==> src/pixel_channel_format_converter_top_assert.svh <==
`ifndef PIXEL_CHANNEL_FORMAT_CONVERTER_TOP_ASSERT_SVH
`define PIXEL_CHANNEL_FORMAT_CONVERTER_TOP_ASSERT_SVH

// same-cycle implication, clocked on clk, off during rst
`define PCFC_ASSERT_IMP(lbl, ante, cons, msg) \
  lbl: assert property (@(posedge clk) disable iff (rst) (ante) |-> (cons)) else $error(msg);

// next-cycle implication, clocked on clk, off during rst
`define PCFC_ASSERT_NXT(lbl, ante, cons, msg) \
  lbl: assert property (@(posedge clk) disable iff (rst) (ante) |=> (cons)) else $error(msg);

`endif

==> src/pcfc_pkg.sv <==
package pcfc_pkg;

  localparam logic [31:0] EXP_MASK32 = 32'h7f800000;
  localparam logic [31:0] REBIAS     = 32'h38000000;
  localparam logic [31:0] ONE_F32    = 32'h3f800000;
  localparam logic [31:0] ALL_ONES   = 32'hffffffff;
  localparam logic [23:0] HIDDEN_ONE = 24'h800000;

  localparam logic OP_ENCODE = 1'b0;
  localparam logic OP_DECODE = 1'b1;

  typedef enum logic [1:0] {
    KIND_UNORM  = 2'd0,
    KIND_FLOAT  = 2'd1,
    KIND_UINT   = 2'd2,
    KIND_SIGNED = 2'd3
  } kind_t;

  typedef enum logic [1:0] {
    PATH_DIRECT    = 2'd0,
    PATH_UNORM_ENC = 2'd1,
    PATH_I2F       = 2'd2,
    PATH_REPEAT    = 2'd3
  } path_t;

  typedef struct packed {
    path_t       path;
    logic [31:0] direct;
    logic        status;
    logic [31:0] mask;
    logic [23:0] mant;
    logic [23:0] mm;
    logic [7:0]  rsh;
    logic [31:0] v;
    logic [5:0]  lz;
    logic [5:0]  adj;
    logic [5:0]  w;
  } s1_t;

  typedef struct packed {
    path_t       path;
    logic [31:0] direct;
    logic        status;
    logic [31:0] mask;
    logic [47:0] prod;
    logic [7:0]  rsh;
    logic [31:0] word;
    logic [7:0]  exp;
    logic [5:0]  w;
  } s2_t;

  typedef struct packed {
    path_t       path;
    logic [31:0] direct;
    logic        status;
    logic [31:0] mask;
    logic [24:0] rnd;
    logic [4:0]  k;
    logic [7:0]  rsh;
    logic [24:0] rep;
    logic [7:0]  exp;
  } s3_t;

  function automatic logic [5:0] lzc32(input logic [31:0] x);
    logic [5:0] n;
    n = 6'd32;
    for (int i = 0; i < 32; i++) begin
      if (x[i]) n = 6'(31 - i);
    end
    return n;
  endfunction

  function automatic logic [5:0] lzc48(input logic [47:0] x);
    logic [5:0] n;
    n = 6'd48;
    for (int i = 0; i < 48; i++) begin
      if (x[i]) n = 6'(47 - i);
    end
    return n;
  endfunction

endpackage

==> src/pixel_channel_format_converter_top.sv <==
// an accepted request passes the classify stage, stages 2 and 3 and the output register
// throughput: one request per cycle while the output is not stalled, in every mode and direction
// the depth is set by the 24x24 product and its rounding on the unorm path
// a stalled output holds the pipeline, nothing is dropped or repeated
// rst (synchronous, active high) empties every stage; no other state
module pixel_channel_format_converter_top import pcfc_pkg::*; (
  input  logic        clk,
  input  logic        rst,
  input  logic        s_axis_tvalid,
  output logic        s_axis_tready,
  input  logic [39:0] s_axis_tdata,   // value_bits[31:0], channel_width[37:32], zero pad
  input  logic [2:0]  s_axis_tuser,   // opcode[0], channel_kind[2:1]
  output logic        m_axis_tvalid,
  input  logic        m_axis_tready,
  output logic [31:0] m_axis_tdata,   // result_bits[31:0]
  output logic [0:0]  m_axis_tuser    // status[0]
);

`include "pixel_channel_format_converter_top_assert.svh"

  logic        s1_valid;
  logic        s1_ready;
  s1_t         s1;
  logic        s3_valid;
  logic        s3_ready;
  s3_t         s3;
  logic [48:0] ftmp;
  logic [24:0] rsum;
  logic [31:0] res_next;

  pcfc_classify u_classify (
    .clk      (clk),
    .rst      (rst),
    .in_valid (s_axis_tvalid),
    .in_ready (s_axis_tready),
    .in_data  (s_axis_tdata),
    .in_user  (s_axis_tuser),
    .s1_valid (s1_valid),
    .s1_ready (s1_ready),
    .s1       (s1)
  );

  pcfc_core u_core (
    .clk      (clk),
    .rst      (rst),
    .s1_valid (s1_valid),
    .s1_ready (s1_ready),
    .s1       (s1),
    .s3_valid (s3_valid),
    .s3_ready (s3_ready),
    .s3       (s3)
  );

  always_comb begin
    ftmp = ({24'd0, s3.rnd} << s3.k) >> s3.rsh;
    rsum = {1'b0, s3.rep[24:1]} + {24'd0, s3.rep[0]};
    unique case (s3.path)
      PATH_UNORM_ENC: begin
        if (ftmp > {17'd0, s3.mask}) res_next = s3.mask;
        else res_next = ftmp[31:0];
      end
      PATH_REPEAT: begin
        if (rsum[24]) res_next = {1'b0, s3.exp + 8'd1, 23'd0};
        else res_next = {1'b0, s3.exp, rsum[22:0]};
      end
      default: res_next = s3.direct;
    endcase
  end

  assign s3_ready = !m_axis_tvalid || m_axis_tready;

  always_ff @(posedge clk) begin
    if (rst) begin
      m_axis_tvalid <= 1'b0;
    end else if (s3_ready) begin
      m_axis_tvalid <= s3_valid;
    end
  end

  always_ff @(posedge clk) begin
    if (s3_ready && s3_valid) begin
      m_axis_tdata    <= s3.status ? 32'd0 : res_next;
      m_axis_tuser[0] <= s3.status;
    end
  end

  `PCFC_ASSERT_IMP(a_unsup_zero, m_axis_tvalid && m_axis_tuser[0], m_axis_tdata == 32'd0, "unsupported result not zero")
  `PCFC_ASSERT_NXT(a_s3_hold, s3_valid && !s3_ready, s3_valid && $stable(s3), "stage 3 lost data in stall")
  `PCFC_ASSERT_IMP(a_empty_ready, !m_axis_tvalid, s_axis_tready, "input blocked with empty output")

endmodule

==> src/pcfc_classify.sv <==
module pcfc_classify import pcfc_pkg::*; (
  input  logic        clk,
  input  logic        rst,
  input  logic        in_valid,
  output logic        in_ready,
  input  logic [39:0] in_data,   // value_bits, channel_width, zero pad
  input  logic [2:0]  in_user,   // opcode, channel_kind
  output logic        s1_valid,
  input  logic        s1_ready,
  output s1_t         s1
);

  logic [31:0] u;
  logic [5:0]  w;
  logic        op;
  kind_t       kind;
  logic [31:0] mask;
  logic [31:0] vm;
  logic [5:0]  lz;
  logic [30:0] mag;
  logic        is_zero;
  logic        is_inf;
  logic        is_nan;
  logic [31:0] erb;
  logic [7:0]  ef;
  logic [23:0] fm;
  logic [31:0] enc_f;
  logic [31:0] dec_f;
  logic        f_ok;
  logic [31:0] ut;
  logic [7:0]  ue;
  logic [9:0]  rsh_w;
  logic [5:0]  me;
  s1_t         s1_next;
  logic        adv;

  assign u    = in_data[31:0];
  assign w    = in_data[37:32];
  assign op   = in_user[0];
  assign kind = kind_t'(in_user[2:1]);
  assign mask = ~(ALL_ONES << w);
  assign vm   = u & mask;
  assign lz   = lzc32(vm);
  assign mag  = u[30:0];
  assign is_zero = (mag == 31'd0);
  assign is_inf  = (mag == EXP_MASK32[30:0]);
  assign is_nan  = (mag > EXP_MASK32[30:0]);
  assign erb  = (u & EXP_MASK32) - REBIAS;
  assign ef   = u[30:23];
  assign fm   = {(ef != 8'd0), u[22:0]};
  assign f_ok = (w == 6'd32) || (w == 6'd16) || (w == 6'd11) || (w == 6'd10);
  assign me   = (w > 6'd24) ? (w - 6'd23) : 6'd0;

  always_comb begin
    enc_f = 32'd0;
    if (w == 6'd32) begin
      enc_f = u;
    end else if (w == 6'd16) begin
      if (is_zero) enc_f = 32'd0;
      else if (is_nan) enc_f = ALL_ONES;
      else if (is_inf) enc_f = u[31] ? 32'hfc00 : 32'h7c00;
      else enc_f = ((u >> 16) & 32'h8000) | ((erb >> 13) & 32'h7c00) | ((u >> 13) & 32'h03ff);
    end else if (w == 6'd11) begin
      if (is_zero) enc_f = 32'd0;
      else if (is_nan) enc_f = ALL_ONES;
      else if (is_inf) enc_f = 32'h07c0;
      else enc_f = ((erb >> 17) & 32'h07c0) | ((u >> 17) & 32'h003f);
    end else if (w == 6'd10) begin
      if (is_zero) enc_f = 32'd0;
      else if (is_nan) enc_f = ALL_ONES;
      else if (is_inf) enc_f = 32'h03e0;
      else enc_f = ((erb >> 18) & 32'h03e0) | ((u >> 18) & 32'h001f);
    end
  end

  always_comb begin
    dec_f = 32'd0;
    if (w == 6'd32) begin
      dec_f = vm;
    end else if (w == 6'd16) begin
      dec_f = ((vm & 32'h8000) << 16) | (((vm & 32'h7c00) + 32'h1c000) << 13)
            | ((vm & 32'h03ff) << 13);
    end else if (w == 6'd11) begin
      dec_f = ((((vm & 32'h07c0) << 17) + REBIAS) & EXP_MASK32) | ((vm & 32'h003f) << 17);
    end else if (w == 6'd10) begin
      dec_f = ((((vm & 32'h03e0) << 18) + REBIAS) & EXP_MASK32) | ((vm & 32'h001f) << 18);
    end
  end

  // float to uint, truncating and saturating
  always_comb begin
    ut = 32'd0;
    ue = 8'd0;
    if (u[31] || is_nan || is_zero) begin
      ut = 32'd0;
    end else if (ef >= 8'd159) begin
      ut = mask;
    end else begin
      if (ef >= 8'd150) ue = ef - 8'd150;
      else ue = 8'd150 - ef;
      if (ef >= 8'd150) ut = {8'd0, fm} << ue;
      else ut = {8'd0, fm} >> ue;
      if (ut > mask) ut = mask;
    end
  end

  always_comb begin
    s1_next        = '0;
    s1_next.path   = PATH_DIRECT;
    s1_next.mask   = mask;
    s1_next.v      = vm;
    s1_next.w      = w;
    rsh_w          = 10'd0;
    if (w == 6'd0 || w > 6'd32 || kind == KIND_SIGNED) begin
      s1_next.status = 1'b1;
    end else if (op == OP_ENCODE) begin
      unique case (kind)
        KIND_UNORM: begin
          if (!(is_nan || u[31] || is_zero)) begin
            s1_next.path = PATH_UNORM_ENC;
            s1_next.mm   = (w > 6'd24) ? HIDDEN_ONE : mask[23:0];
            if (mag > ONE_F32[30:0]) begin
              s1_next.mant = HIDDEN_ONE;
              rsh_w = 10'd150 - 10'd127 - {4'd0, me};
            end else begin
              s1_next.mant = fm;
              rsh_w = 10'd150 - ((ef == 8'd0) ? 10'd1 : {2'd0, ef}) - {4'd0, me};
            end
            s1_next.rsh = rsh_w[7:0];
          end
        end
        KIND_FLOAT: begin
          if (f_ok) s1_next.direct = enc_f & mask;
          else s1_next.status = 1'b1;
        end
        KIND_UINT: s1_next.direct = ut;
        default: s1_next.status = 1'b1;
      endcase
    end else begin
      unique case (kind)
        KIND_UNORM: begin
          if (vm == 32'd0) begin
            s1_next.direct = 32'd0;
          end else if (w <= 6'd24) begin
            if (vm == mask) begin
              s1_next.direct = ONE_F32;
            end else begin
              s1_next.path = PATH_REPEAT;
              s1_next.lz   = lz - (6'd32 - w);
            end
          end else begin
            s1_next.path = PATH_I2F;
            s1_next.lz   = lz;
            s1_next.adj  = w;
          end
        end
        KIND_FLOAT: begin
          if (f_ok) s1_next.direct = dec_f;
          else s1_next.status = 1'b1;
        end
        KIND_UINT: begin
          if (vm != 32'd0) begin
            s1_next.path = PATH_I2F;
            s1_next.lz   = lz;
          end
        end
        default: s1_next.status = 1'b1;
      endcase
    end
  end

  assign adv      = !s1_valid || s1_ready;
  assign in_ready = adv;

  always_ff @(posedge clk) begin
    if (rst) begin
      s1_valid <= 1'b0;
    end else if (adv) begin
      s1_valid <= in_valid;
    end
  end

  always_ff @(posedge clk) begin
    if (adv && in_valid) begin
      s1 <= s1_next;
    end
  end

endmodule

==> src/pcfc_core.sv <==
module pcfc_core import pcfc_pkg::*; (
  input  logic clk,
  input  logic rst,
  input  logic s1_valid,
  output logic s1_ready,
  input  s1_t  s1,
  output logic s3_valid,
  input  logic s3_ready,
  output s3_t  s3
);

  logic        s2_valid;
  s2_t         s2;
  s2_t         s2_next;
  s3_t         s3_next;
  logic        adv2;
  logic        adv3;
  logic [31:0] rot;
  logic [8:0]  e_i2f;
  logic [5:0]  lzp;
  logic [5:0]  n;
  logic [4:0]  k;
  logic [47:0] q;
  logic        g;
  logic        st;
  logic        inc;
  logic [23:0] im;
  logic [24:0] isum;
  logic [63:0] r;

  // stage 2: product, normalise, rotate
  always_comb begin
    s2_next        = '0;
    s2_next.path   = s1.path;
    s2_next.direct = s1.direct;
    s2_next.status = s1.status;
    s2_next.mask   = s1.mask;
    s2_next.rsh    = s1.rsh;
    s2_next.w      = s1.w;
    s2_next.prod   = {24'd0, s1.mant} * {24'd0, s1.mm};
    rot   = ((s1.v << s1.lz) | (s1.v >> (s1.w - s1.lz))) & s1.mask;
    e_i2f = 9'd158 - {3'd0, s1.lz} - {3'd0, s1.adj};
    if (s1.path == PATH_REPEAT) begin
      s2_next.word = rot << (6'd32 - s1.w);
      s2_next.exp  = 8'd126 - {2'd0, s1.lz};
    end else begin
      s2_next.word = s1.v << s1.lz;
      s2_next.exp  = e_i2f[7:0];
    end
  end

  // stage 3: rounding of product and int conversion, repeat expansion
  always_comb begin
    s3_next        = '0;
    s3_next.path   = s2.path;
    s3_next.direct = s2.direct;
    s3_next.status = s2.status;
    s3_next.mask   = s2.mask;
    s3_next.rsh    = s2.rsh;
    s3_next.exp    = s2.exp;

    lzp = lzc48(s2.prod);
    n   = 6'd47 - lzp;
    k   = (s2.prod != 48'd0 && n > 6'd23) ? 5'(n - 6'd23) : 5'd0;
    q   = s2.prod >> k;
    if (k != 5'd0) begin
      g  = s2.prod[k - 5'd1];
      st = (s2.prod & ((48'd1 << (k - 5'd1)) - 48'd1)) != 48'd0;
    end else begin
      g  = 1'b0;
      st = 1'b0;
    end
    s3_next.rnd = q[24:0] + {24'd0, g && (st || q[0])};
    s3_next.k   = k;

    im   = s2.word[31:8];
    inc  = s2.word[7] && ((|s2.word[6:0]) || im[0]);
    isum = {1'b0, im} + {24'd0, inc};
    if (s2.path == PATH_I2F) begin
      s3_next.path = PATH_DIRECT;
      if (isum[24]) s3_next.direct = {1'b0, s2.exp + 8'd1, 23'd0};
      else s3_next.direct = {1'b0, s2.exp, isum[22:0]};
    end

    r = {s2.word, 32'd0};
    for (int i = 0; i < 6; i++) begin
      r = r | (r >> ({5'd0, s2.w} << i));
    end
    s3_next.rep = r[63:39];
  end

  assign adv3     = !s3_valid || s3_ready;
  assign adv2     = !s2_valid || adv3;
  assign s1_ready = adv2;

  always_ff @(posedge clk) begin
    if (rst) begin
      s2_valid <= 1'b0;
      s3_valid <= 1'b0;
    end else begin
      if (adv2) s2_valid <= s1_valid;
      if (adv3) s3_valid <= s2_valid;
    end
  end

  always_ff @(posedge clk) begin
    if (adv2 && s1_valid) s2 <= s2_next;
    if (adv3 && s2_valid) s3 <= s3_next;
  end

endmodule
==> config.mk <==
export PLATFORM = sky130hd
export DESIGN_NAME = pixel_channel_format_converter_top
export DESIGN_NICKNAME = d
export VERILOG_FILES = /design/src/pcfc_pkg.sv /design/src/pixel_channel_format_converter_top.sv /design/src/pcfc_classify.sv /design/src/pcfc_core.sv
export VERILOG_INCLUDE_DIRS = /design/src /design/src/src
export SDC_FILE = /design/constraint.sdc
export NUM_CORES = 2
export LEC_CHECK = 0
export ABC_CLOCK_PERIOD_IN_PS = 35300
export BUFFER_PORTS_ARGS = -buffer_cell sky130_fd_sc_hd__buf_2
export CORE_AREA = 2 2 412 414
export DETAILED_ROUTE_END_ITERATION = 16
export DIE_AREA = 0 0 414 416
export GPL_ROUTABILITY_DRIVEN = 0
export SLEW_MARGIN = 20
export SYNTH_ARGS = -nofsm -noshare
export SYNTH_HDL_FRONTEND = slang
export SYNTH_SLANG_ARGS = --single-unit
==> constraint.sdc <==
create_clock -name clk -period 35.3 [get_ports clk]
set_clock_uncertainty 0.05 [all_clocks]
set_input_delay 5.295 -clock clk [delete_from_list [all_inputs] [get_ports clk]]
set_output_delay 5.295 -clock clk [all_outputs]
set_load 0.01 [all_outputs]
==> flow_summary.json <==
{
  "hold_depth": 0,
  "setup_tns_ns": 0,
  "hold_viol": 0,
  "grt_usage_pct": 24.2,
  "clk_latency_ns": 0.68,
  "drc": 0,
  "drtAntennaViolNets": 0,
  "drive_gt1_share_pct": 8.75,
  "fin_crit_sh_pct": 39.5,
  "clock-root-buffer": "clkbuf_16",
  "ir_drop_v": 0.000225,
  "path_buf_inv": 1,
  "r2r-start": "u_classify.s1[63]",
  "synth-edff-count": 511,
  "cts_resized": 0,
  "cp-start-kind": "primary input",
  "final_max_slew_viol_count": 0,
  "syn_inst": 7138,
  "synth_area_leaders": "edfxtp_1 24%, fa_1 15%, ha_1 6.1%",
  "status": "complete, no violations",
  "cap_violations": 0,
  "slew_headroom_pct": 8.81,
  "hold_path_class": "reg2reg",
  "crit_type": "in2reg",
  "post_drt_via_cell_ratio": 6.00,
  "clk_pin_slew_ns": 0.06,
  "ff2ff_setup_slack_ns": 26.70,
  "yosys.area.top_type": "edfxtp_1",
  "max_freq_mhz": 71.8,
  "reg2reg_depth": 27,
  "cts_tree": "done",
  "hold_buffers": 0,
  "synthesis.nets": 7981,
  "p_per_area_nw_per_um2": 99.5,
  "cts_setup_buffers": 0,
  "yosys.area.top_type_share_pct": 24.2,
  "grt_pass1_vias": 53900,
  "dpl.cell_count": 9060,
  "syn_avg_cell_area_um2": 8.87,
  "slowest_delay_ns": 0.84,
  "place_ws_ns": 21.37,
  "wl_mm": 214,
  "grt.overflow.total": 0,
  "coreArea_um2": 168000,
  "grt_antenna_before_repair": 7,
  "yosysWarnings": 0,
  "p_leak_uw": 0.0279,
  "rsz0062_at_grt": "no",
  "synth_cell_types": 107,
  "rows": 151,
  "ios": 82,
  "crit_arrival_ns": 14.28,
  "r2r-end": "u_core.s2[101]",
  "setup_violations": 0,
  "end_kind": "register",
  "crit_family": "compound AO/OA/AOI/OAI gates",
  "finalNetCount": 7745,
  "worst_path_max_delay_cell": "nand3_1",
  "synth_seq_cells": 515,
  "worstPathMaxFanout": 25,
  "dieHeight_um": 416,
  "finalCriticalPeriod_ns": 13.94,
  "hpwlAfterDp_mm": 158,
  "cts.sinks": 515,
  "htree_levels": 2,
  "crit_path_frequent_cell": "o21a_1",
  "syn_to_final_growth_pct": 6.75,
  "portBuffers": 79,
  "ctsLongestPathBuffers": 3,
  "cp.required_ns": 35.64,
  "die_x_um": 414,
  "numCtsBuffers": 56,
  "min_to": "u_core.s3[72]",
  "synth.most_common_cell": "nand2_1",
  "grt_first_pass_wirelength_mm": 327,
  "routedWlPerCell_um": 23.3,
  "synth_top_flop_cell": "edfxtp_1",
  "layoutNonFillerInstCount": 9170,
  "hold_path.startpoint": "u_core.s2[103]",
  "async_flop_share_pct": 0,
  "fin_ws_ns": 21.36,
  "cp.depth": 30,
  "initial_core_util_pct": 37.6,
  "synthTopCellsByCount": "924 x nand2_1, 657 x inv_1, 556 x nor2_1",
  "synth_area_um2": 63300,
  "tightest_slew_ns": 1.37,
  "grt_max_degree": 170,
  "dr.first_iter.drc_count": 6889,
  "yosysSeqAreaShare_pct": 24.4,
  "die_area_um2": 172000,
  "routed-via-count": 55000,
  "drt-pass1-iter-count": 9
}
[cells by family after synthesis]
kind of cell | share of synthesized area, %
compound gates | 15.5
simple gates | 17.1
xor+xnor | 2.39
fa+ha+maj | 21.5
flops | 24.4
buf+inv | 7.06
mux | 12.1
[registers in the layout, indices dropped and copies added, names as in the netlist]
signal,flops
u_classify.s1,172
u_core.s2,144
u_core.s3,138
m_axis_tdata,32
u_core.im,24
m_axis_tuser,1
m_axis_tvalid,1
u_classify.s1_valid,1
u_core.s2_valid,1
u_core.s3_valid,1
[layout by cell type (no fill, tap or decap), types with 28 or more instances in the layout]
master / netlist / routed
nand2_1: 924 / 923
inv_1: 657 / 657
nor2_1: 556 / 556
edfxtp_1: 511 / 511
fa_1: 486 / 486
a21oi_1: 429 / 428
o21ai_0: 380 / 379
mux2i_1: 361 / 361
ha_1: 310 / 309
and2_1: 259 / 259
mux4_2: 128 / 128
nand3_1: 122 / 122
o22ai_1: 122 / 122
buf_4: 2 / 116
nor3_1: 112 / 112
xnor2_1: 114 / 107
mux2_2: 100 / 100
a211oi_1: 99 / 99
buf_2: 39 / 79
nor2b_1: 74 / 72
a21o_1: 61 / 61
nand4_1: 60 / 60
xor2_1: 59 / 56
clkbuf_16: 0 / 56
a31oi_1: 55 / 55
nand2b_1: 50 / 49
o211ai_1: 46 / 46
and3_1: 41 / 41
o21a_1: 33 / 33
nor4_1: 33 / 32
o31ai_1: 30 / 30
a22oi_1: 28 / 28
[how the worst max path moves through the flow]
stage	endpoint	startpoint	slack, ns
after global placement	u_classify.s1[158]	s_axis_tdata[26]	21.52
after detailed placement	u_classify.s1[158]	s_axis_tdata[26]	21.37
after floorplan	u_core.s3[0]	m_axis_tready	19.06
after CTS	u_classify.s1[158]	s_axis_tdata[26]	22.05
final	u_classify.s1[158]	s_axis_tdata[26]	21.36
after global routing	u_classify.s1[158]	s_axis_tdata[23]	21.04
[report_power, final]
part / leakage (µW) / internal, µW / total (µW) / switching (µW)
combinational: 0.0221 / 2050 / 5020 / 2970
clock: 0.000939 / 348 / 623 / 275
sequential: 0.00494 / 955 / 1080 / 125
[per-layer routing]
metal	track usage, %	routed length, µm	up-vias
li1	-	-	24600
met1	33.3	89000	26700
met2	36.4	91700	3109
met3	4.66	20900	648
met4	11.7	11900	2
met5	0	12	-
[final cells by class]
cell class	instances	area (µm²)
clock inverter	42	493
timing repair buffer	198	1330
antenna	3	7.51
sequential	515	15400
inverter	676	2540
tap	2218	2780
multi-input combinational	5455	43600
fill	16600	101000
clock buffer	63	1430
[through the flow]
| stage | hold WS, ns | area, µm² | total power [µW] | util, % |
|---|---|---|---|---|
| 2_1_floorplan | 0.350 | 63300 | 4680 | - |
| 6_report | 0.331 | 67600 | 6720 | 40.2 |
| 5_1_grt | 0.355 | 67600 | 7350 | 40.2 |
| 4_1_cts | 0.341 | 67500 | 6680 | 40.1 |
| 3_3_place_gp | 0.356 | 65600 | 5930 | 39.0 |
| 3_5_place_dp | 0.355 | 65600 | 6010 | 39.0 |
No activity file was read; power rests on OpenSTA's default activity.
